--- src/design/chd_pkg.sv ---
// ============================================================================
// Cartridge header decoder package
// Shared widths, header offsets and the decode functions for the cartridge
// type, ROM size and RAM size codes.
// ============================================================================
`default_nettype none

package chd_pkg;

    // Field widths.
    localparam int unsigned ADDR_W    = 14;
    localparam int unsigned BYTE_W    = 8;
    localparam int unsigned IN_DATA_W = 24;
    localparam int unsigned OUT_DATA_W = 80;

    // Size of the first ROM bank; bytes at or beyond it are dropped.
    localparam int unsigned BANK_BYTES = 16384;

    // Header offsets.
    localparam logic [ADDR_W-1:0] HDR_FIRST      = 14'h143;
    localparam logic [ADDR_W-1:0] HDR_FINAL      = 14'h14F;
    localparam int unsigned       HDR_DEPTH      = 12;
    localparam int unsigned       HDR_IDX_W      = 4;

    // Slots of the captured header, counted from offset 0x143.
    localparam logic [HDR_IDX_W-1:0] IDX_CGB     = 4'd0;  // 0x143
    localparam logic [HDR_IDX_W-1:0] IDX_NEWLIC_HI = 4'd1; // 0x144
    localparam logic [HDR_IDX_W-1:0] IDX_NEWLIC_LO = 4'd2; // 0x145
    localparam logic [HDR_IDX_W-1:0] IDX_SGB     = 4'd3;  // 0x146
    localparam logic [HDR_IDX_W-1:0] IDX_TYPE    = 4'd4;  // 0x147
    localparam logic [HDR_IDX_W-1:0] IDX_ROM     = 4'd5;  // 0x148
    localparam logic [HDR_IDX_W-1:0] IDX_RAM     = 4'd6;  // 0x149
    localparam logic [HDR_IDX_W-1:0] IDX_DEST    = 4'd7;  // 0x14A
    localparam logic [HDR_IDX_W-1:0] IDX_OLDLIC  = 4'd8;  // 0x14B
    localparam logic [HDR_IDX_W-1:0] IDX_VERSION = 4'd9;  // 0x14C
    localparam logic [HDR_IDX_W-1:0] IDX_HSUM    = 4'd10; // 0x14D
    localparam logic [HDR_IDX_W-1:0] IDX_GSUM_HI = 4'd11; // 0x14E

    // Marker values.
    localparam logic [7:0] COLOR_MARK  = 8'h80;
    localparam logic [7:0] NEWLIC_MARK = 8'h33;
    localparam logic [7:0] SUPER_MARK  = 8'h03;
    localparam logic [7:0] JAPAN_MARK  = 8'h00;

    // Mapper kinds.
    localparam logic [2:0] MAP_NONE = 3'd0;
    localparam logic [2:0] MAP_MBC1 = 3'd1;
    localparam logic [2:0] MAP_MBC2 = 3'd2;
    localparam logic [2:0] MAP_MBC3 = 3'd3;
    localparam logic [2:0] MAP_MBC5 = 3'd4;

    // Feature flags.
    localparam logic [3:0] F_RAM = 4'b0001;
    localparam logic [3:0] F_BAT = 4'b0010;
    localparam logic [3:0] F_TIM = 4'b0100;
    localparam logic [3:0] F_RUM = 4'b1000;

    // Error codes.
    localparam logic [1:0] ERR_OK   = 2'd0;
    localparam logic [1:0] ERR_TYPE = 2'd1;
    localparam logic [1:0] ERR_ROM  = 2'd2;
    localparam logic [1:0] ERR_RAM  = 2'd3;

    typedef struct packed {
        logic       ok;
        logic [2:0] mapper;
        logic [3:0] feat;
    } t_type_dec;

    typedef struct packed {
        logic [2:0]  mapper_kind;
        logic [3:0]  feature_bits;
        logic [7:0]  rom_bank_total;
        logic [4:0]  ram_bank_total;
        logic [2:0]  platform_bits;
        logic [15:0] licensee;
        logic [7:0]  rom_version;
        logic [7:0]  header_sum;
        logic [15:0] global_sum;
        logic [1:0]  error_code;
    } t_result;

    function automatic t_type_dec decode_type(input logic [7:0] code);
        t_type_dec d;
        d = '{ok: 1'b1, mapper: MAP_NONE, feat: 4'd0};
        case (code)
            8'h00: d.mapper = MAP_NONE;
            8'h01: d.mapper = MAP_MBC1;
            8'h02: begin d.mapper = MAP_MBC1; d.feat = F_RAM; end
            8'h03: begin d.mapper = MAP_MBC1; d.feat = F_RAM | F_BAT; end
            8'h05: d.mapper = MAP_MBC2;
            8'h06: begin d.mapper = MAP_MBC2; d.feat = F_BAT; end
            8'h08: d.feat = F_RAM;
            8'h09: d.feat = F_RAM | F_BAT;
            8'h0F: begin d.mapper = MAP_MBC3; d.feat = F_TIM | F_BAT; end
            8'h10: begin d.mapper = MAP_MBC3; d.feat = F_TIM | F_RAM | F_BAT; end
            8'h11: d.mapper = MAP_MBC3;
            8'h12: begin d.mapper = MAP_MBC3; d.feat = F_RAM; end
            8'h13: begin d.mapper = MAP_MBC3; d.feat = F_RAM | F_BAT; end
            8'h19: d.mapper = MAP_MBC5;
            8'h1A: begin d.mapper = MAP_MBC5; d.feat = F_RAM; end
            8'h1B: begin d.mapper = MAP_MBC5; d.feat = F_RAM | F_BAT; end
            8'h1C: begin d.mapper = MAP_MBC5; d.feat = F_RUM; end
            8'h1D: begin d.mapper = MAP_MBC5; d.feat = F_RUM | F_RAM; end
            8'h1E: begin d.mapper = MAP_MBC5; d.feat = F_RUM | F_RAM | F_BAT; end
            default: d = '{ok: 1'b0, mapper: MAP_NONE, feat: 4'd0};
        endcase
        return d;
    endfunction

    // Zero means the code is not a valid ROM size.
    function automatic logic [7:0] decode_rom(input logic [7:0] code);
        logic [7:0] banks;
        case (code)
            8'h00:   banks = 8'd2;
            8'h01:   banks = 8'd4;
            8'h02:   banks = 8'd8;
            8'h03:   banks = 8'd16;
            8'h04:   banks = 8'd32;
            8'h05:   banks = 8'd64;
            8'h06:   banks = 8'd128;
            8'h52:   banks = 8'd72;
            8'h53:   banks = 8'd80;
            8'h54:   banks = 8'd96;
            default: banks = 8'd0;
        endcase
        return banks;
    endfunction

    // Bit 5 flags an invalid RAM size code; bits 4:0 carry the bank count.
    function automatic logic [5:0] decode_ram(input logic [7:0] code);
        logic [5:0] r;
        case (code)
            8'h00:   r = 6'd0;
            8'h01:   r = 6'd1;
            8'h02:   r = 6'd1;
            8'h03:   r = 6'd4;
            8'h04:   r = 6'd16;
            default: r = 6'b100000;
        endcase
        return r;
    endfunction

endpackage

`default_nettype wire

--- src/design/cartridge_header_decoder_unit.sv ---
// ============================================================================
// Cartridge header decoder
// Captures the cartridge header from a stream of first-bank ROM bytes and
// emits one decoded header transaction when the byte at offset 0x14F arrives.
// ============================================================================
`default_nettype none

// Each input transaction carries one ROM byte and its offset in the first bank.
// Bytes at offsets 0x143 through 0x14E are kept in a small header register
// file; all other offsets are dropped, except 0x14F, which triggers one output
// transaction with the mapper kind, feature flags, ROM and RAM bank counts,
// platform flags, licensee, version and both stored checksums. Header bytes
// never sent read as zero. Unknown type, ROM size or RAM size codes are
// reported in the error code, the first of them in that order winning. The
// block is a two-register pipeline: an input register, then the table decode
// into the output register. It takes one transaction every cycle unless a
// stalled output has filled the input register. The decoded header is offered
// on the output side once the 0x14F byte has passed the input register and
// the decode into the output register; a stalled output holds its data and
// stalls the input side only once the input register is also occupied.
module cartridge_header_decoder_unit
    import chd_pkg::*;
(
    input  wire logic                  i_clk,
    input  wire logic                  i_rst_n,
    // Input stream.
    input  wire logic                  s_axis_tvalid,
    output      logic                  s_axis_tready,
    // tdata, from bit 0: byte_address[13:0], rom_byte[7:0], 2 zero bits.
    input  wire logic [IN_DATA_W-1:0]  s_axis_tdata,
    // Output stream.
    output      logic                  m_axis_tvalid,
    input  wire logic                  m_axis_tready,
    // tdata, from bit 0: mapper_kind[2:0], feature_bits[3:0],
    // rom_bank_total[7:0], ram_bank_total[4:0], platform_bits[2:0],
    // licensee[15:0], rom_version[7:0], header_sum[7:0], global_sum[15:0],
    // error_code[1:0], 7 zero bits.
    output      logic [OUT_DATA_W-1:0] m_axis_tdata
);

    // Input register stage.
    logic              r_in_valid;
    logic [ADDR_W-1:0] r_in_addr;
    logic [BYTE_W-1:0] r_in_byte;

    // Captured header bytes, offsets 0x143..0x14E.
    logic [BYTE_W-1:0] r_hdr [HDR_DEPTH];

    // Output register stage.
    logic    r_out_valid;
    t_result r_out;

    logic    in_fire;
    logic    stage_adv;
    logic    in_bank;
    logic    is_final;
    logic [ADDR_W-1:0] hdr_off;

    t_type_dec  type_dec;
    logic [7:0] rom_count;
    logic [5:0] ram_dec;
    logic       old_is_new;
    t_result    n_out;

    // The output register accepts a new result when it is empty or draining.
    assign stage_adv     = !r_out_valid || m_axis_tready;
    assign s_axis_tready = !r_in_valid || stage_adv;
    assign in_fire       = s_axis_tvalid && s_axis_tready;

    // Every address fits the 14-bit field, but the bank limit is kept explicit.
    assign in_bank  = 32'(r_in_addr) < BANK_BYTES;
    assign is_final = in_bank && (r_in_addr == HDR_FINAL);
    assign hdr_off  = r_in_addr - HDR_FIRST;

    always_ff @(posedge i_clk) begin
        if (!i_rst_n) begin
            r_in_valid <= 1'b0;
        end else if (s_axis_tready) begin
            r_in_valid <= s_axis_tvalid;
        end
        if (in_fire) begin
            r_in_addr <= s_axis_tdata[ADDR_W-1:0];
            r_in_byte <= s_axis_tdata[ADDR_W +: BYTE_W];
        end
    end

    // Header bytes are written as their transaction leaves the input register,
    // so a 0x14F byte behind them in the stream always sees them.
    always_ff @(posedge i_clk) begin
        if (!i_rst_n) begin
            for (int i = 0; i < HDR_DEPTH; i++) begin
                r_hdr[i] <= '0;
            end
        end else if (r_in_valid && stage_adv && in_bank
                     && (hdr_off < ADDR_W'(HDR_DEPTH))) begin
            r_hdr[hdr_off[HDR_IDX_W-1:0]] <= r_in_byte;
        end
    end

    // Header decode.
    always_comb begin
        type_dec   = decode_type(r_hdr[IDX_TYPE]);
        rom_count  = decode_rom(r_hdr[IDX_ROM]);
        ram_dec    = decode_ram(r_hdr[IDX_RAM]);
        old_is_new = (r_hdr[IDX_OLDLIC] == NEWLIC_MARK);

        n_out.mapper_kind    = type_dec.mapper;
        n_out.feature_bits   = type_dec.feat;
        n_out.rom_bank_total = rom_count;
        n_out.ram_bank_total = ram_dec[4:0];
        n_out.platform_bits  = {r_hdr[IDX_DEST] == JAPAN_MARK,
                                (r_hdr[IDX_SGB] == SUPER_MARK) && old_is_new,
                                r_hdr[IDX_CGB] == COLOR_MARK};
        n_out.licensee       = old_is_new
                               ? {r_hdr[IDX_NEWLIC_HI], r_hdr[IDX_NEWLIC_LO]}
                               : {8'd0, r_hdr[IDX_OLDLIC]};
        n_out.rom_version    = r_hdr[IDX_VERSION];
        n_out.header_sum     = r_hdr[IDX_HSUM];
        n_out.global_sum     = {r_hdr[IDX_GSUM_HI], r_in_byte};

        if (!type_dec.ok) begin
            n_out.error_code = ERR_TYPE;
        end else if (rom_count == 8'd0) begin
            n_out.error_code = ERR_ROM;
        end else if (ram_dec[5]) begin
            n_out.error_code = ERR_RAM;
        end else begin
            n_out.error_code = ERR_OK;
        end
    end

    always_ff @(posedge i_clk) begin
        if (!i_rst_n) begin
            r_out_valid <= 1'b0;
        end else if (stage_adv) begin
            r_out_valid <= r_in_valid && is_final;
        end
        if (stage_adv && r_in_valid && is_final) begin
            r_out <= n_out;
        end
    end

    assign m_axis_tvalid = r_out_valid;
    assign m_axis_tdata  = {7'd0,
                            r_out.error_code,
                            r_out.global_sum,
                            r_out.header_sum,
                            r_out.rom_version,
                            r_out.licensee,
                            r_out.platform_bits,
                            r_out.ram_bank_total,
                            r_out.rom_bank_total,
                            r_out.feature_bits,
                            r_out.mapper_kind};

endmodule

`default_nettype wire

--- config.mk ---
export PLATFORM = sky130hd
export DESIGN_NAME = cartridge_header_decoder_unit
export DESIGN_NICKNAME = d
export VERILOG_FILES = /design/src/design/chd_pkg.sv /design/src/design/cartridge_header_decoder_unit.sv
export SDC_FILE = /design/constraint.sdc
export NUM_CORES = 1
export LEC_CHECK = 0
export BUFFER_PORTS_ARGS = -buffer_cell sky130_fd_sc_hd__buf_2
export CORE_MARGIN = 8
export CORE_UTILIZATION = 45
export CTS_CLUSTER_DIAMETER = 200
export DETAILED_ROUTE_END_ITERATION = 10
export PLACE_DENSITY = 0.65
export SYNTH_ARGS = -nofsm -noshare
export SYNTH_HDL_FRONTEND = slang
export SYNTH_SLANG_ARGS = --single-unit
--- constraint.sdc ---
create_clock -name i_clk -period 11.55 [get_ports i_clk]
set_input_delay 1.155 -clock i_clk [delete_from_list [all_inputs] [get_ports i_clk]]
set_output_delay 1.155 -clock i_clk [all_outputs]
set_load 0.005 [all_outputs]
==> impl_metrics.json <==
{
  "status": "finished, final reports clean",
  "grt.overflow.total": 0,
  "multi_input_area_um2": 1730,
  "worst_slew_pin_slew_ps": 1150,
  "final_hold_viol_count": 0,
  "final_cells": 862,
  "final.setup.tns_ps": 0,
  "portBuffers": 97,
  "h-tree-depth": 4,
  "finalClockSkew_ps": 12.0,
  "ys_seq_area_frac": 0.747,
  "start_util": 0.459,
  "final_cell_mix": "edfxtp_1, buf_2, nor3_1",
  "numCtsBuffers": 17,
  "startpoint_type": "register",
  "viasPerCell": 5.29,
  "grt_pass1_wl_um": 23500,
  "place_area_um2": 8280,
  "clock-sinks": 190,
  "netlist_area_um2": 7610,
  "clkTransAtPathRegs_ps": 70,
  "period_share": 0.310,
  "worstPathMaxFanout": 72,
  "hold_class": "reg2reg",
  "layout.nets": 658,
  "postCtsHoldBufs": 0,
  "post-route-drc-count": 0,
  "rsz0062_at_grt": "no",
  "ys.flop_type": "edfxtp_1",
  "place_congestion": 0.883,
  "final-seq-area_um2": 5690,
  "insertedDiodeCount": 0,
  "p_total_mw": 1.41,
  "synth_cell_types": 56,
  "required_ps": 11590,
  "via_count": 4559,
  "leakagePower_nw": 2.96,
  "yosys_register_bits": 190,
  "arrival_ps": 3620,
  "track_usage": 0.140,
  "antenna_found_initial": 0,
  "cts_setup_buffers": 0,
  "ios": 110,
  "post-route-util": 0.535,
  "cts_buffer_depth": 2,
  "peakVddDrop_uv": 113,
  "finalSetupViolCount": 0,
  "firstDrtPassIters": 4,
  "clk_latency_ps": 430,
  "antenna_left": 0,
  "grt_pass1_vias": 4566,
  "drv_cap": 0,
  "grt_max_degree": 73,
  "wl_per_cell_um": 17.0,
  "yosysTopAreaCellShare": 0.742,
  "drive_gt1_frac": 0.226,
  "slowest_delay_ps": 1020,
  "syn_avg_cell_area_um2": 14.1,
  "pre_cts_ws_ps": 7660,
  "ctsResizeCount": 0,
  "totalWireLength_um": 14600,
  "hpwlAfterDp_um": 10500,
  "cts_tree": "done",
  "end_kind": "register",
  "fill_cells": 1430,
  "dieArea_um2": 21300,
  "worst_slack_ps": 7970,
  "cp_cell_sequence": "a2111o_1, a2111oi_4, nand4_2, buf_4, o31ai_1",
  "fin_crit_ps": 3580,
  "cts_root_buf": "clkbuf_16",
  "netlist_instances": 538,
  "fp.dieW_um": 146,
  "holdWs_ps": 421,
  "synth_area_leader_cell": "edfxtp_1",
  "crit_slowest_cell": "o31ai_1",
  "powerDensity_nw_per_um2": 159,
  "path_class": "reg2reg",
  "final_common_cell": "edfxtp_1",
  "drt_iter0_markers": 385,
  "area_growth_pct": 16.6,
  "fmax_mhz": 279,
  "dpl.cell_count": 831,
  "synth_edf_count": 188,
  "relSlewSlack": 0.227,
  "fp-row-count": 47,
  "core_um2": 16600,
  "async_flop_share": 0,
  "maxSlewViolCount": 0,
  "fin_area_um2": 8870,
  "die_y_um": 146,
  "synth_area_leaders": "edfxtp_1, nor3_1, nor2_1",
  "yosysWarnings": 0
}
[flip-flops by register name, indices dropped and copies added, names as in the netlist]
| name | count |
|---|---|
| m_axis_tdata | 70 |
| m_axis_tvalid | 1 |
| r_hdr | 96 |
| r_in_addr | 14 |
| r_in_byte | 8 |
| r_in_valid | 1 |
[area by class of cell]
| cell class | instances | area share |
|---|---|---|
| Sequential cell | 190 | 0.641 |
| Clock inverter | 14 | 0.0188 |
| Timing Repair Buffer | 106 | 0.0623 |
| Clock buffer | 17 | 0.0479 |
| Multi-Input combinational cell | 304 | 0.194 |
| Inverter | 11 | 0.00465 |
| Tap cell | 220 | 0.0310 |
[critical path, delay by kind of cell (launching register included)]
family                 cells  cell delay (ps)
AND/OR/NAND/NOR            1              110
AO/OA/AOI/OAI              3             2000
flip-flops                 1              690
buffers and inverters      1              360
[per-layer routing]
metal,part of all wire,global-route usage
met5,0,0
met4,0.033,0.0726
met3,0.061,0.0426
met2,0.48,0.222
met1,0.42,0.170
[final timing paths]
kind / start / cells after the start / slack [ps] / to
max: r_in_addr[11] / 5 / 7970 / r_hdr[7][5]
min: r_hdr[11][7] / 0 / 420 / m_axis_tdata[70]
max reg2reg: r_in_addr[11] / 5 / 7970 / r_hdr[7][5]
min reg2reg: r_hdr[11][7] / 0 / 420 / m_axis_tdata[70]
[power by group]
part	switching, mW	internal, mW
Clock	0.244	0.339
Combinational	0.0337	0.0145
Sequential	0.0109	0.772
Total	0.288	1.13
[cells by family after synthesis]
group	count (synthesis)	synth area share
AO/OA/AOI/OAI	50	0.0497
XOR/XNOR	5	0.00575
buffers and inverters	53	0.0312
flip-flops	190	0.747
multiplexers	4	0.00575
other	1	0.000493
AND/OR/NAND/NOR	235	0.160
[synth_stat cells, types with 3 or more instances]
| library cell | number |
|---|---|
| xnor2_1 | 4 |
| and3_1 | 4 |
| a21o_1 | 4 |
| inv_1 | 11 |
| a21oi_1 | 8 |
| nand2b_1 | 11 |
| nor2_1 | 49 |
| clkbuf_1 | 28 |
| nand2_1 | 39 |
| buf_1 | 3 |
| nor2b_1 | 7 |
| o31ai_1 | 3 |
| edfxtp_1 | 188 |
| mux2_2 | 3 |
| nor3_1 | 59 |
| a211oi_1 | 4 |
| or3_1 | 5 |
| o211ai_1 | 3 |
| nor4_1 | 29 |
| o21ai_0 | 9 |
| or4_1 | 3 |
| nor4b_1 | 4 |
| and2_1 | 9 |
| buf_4 | 10 |
(Power assumes the default switching activity.)
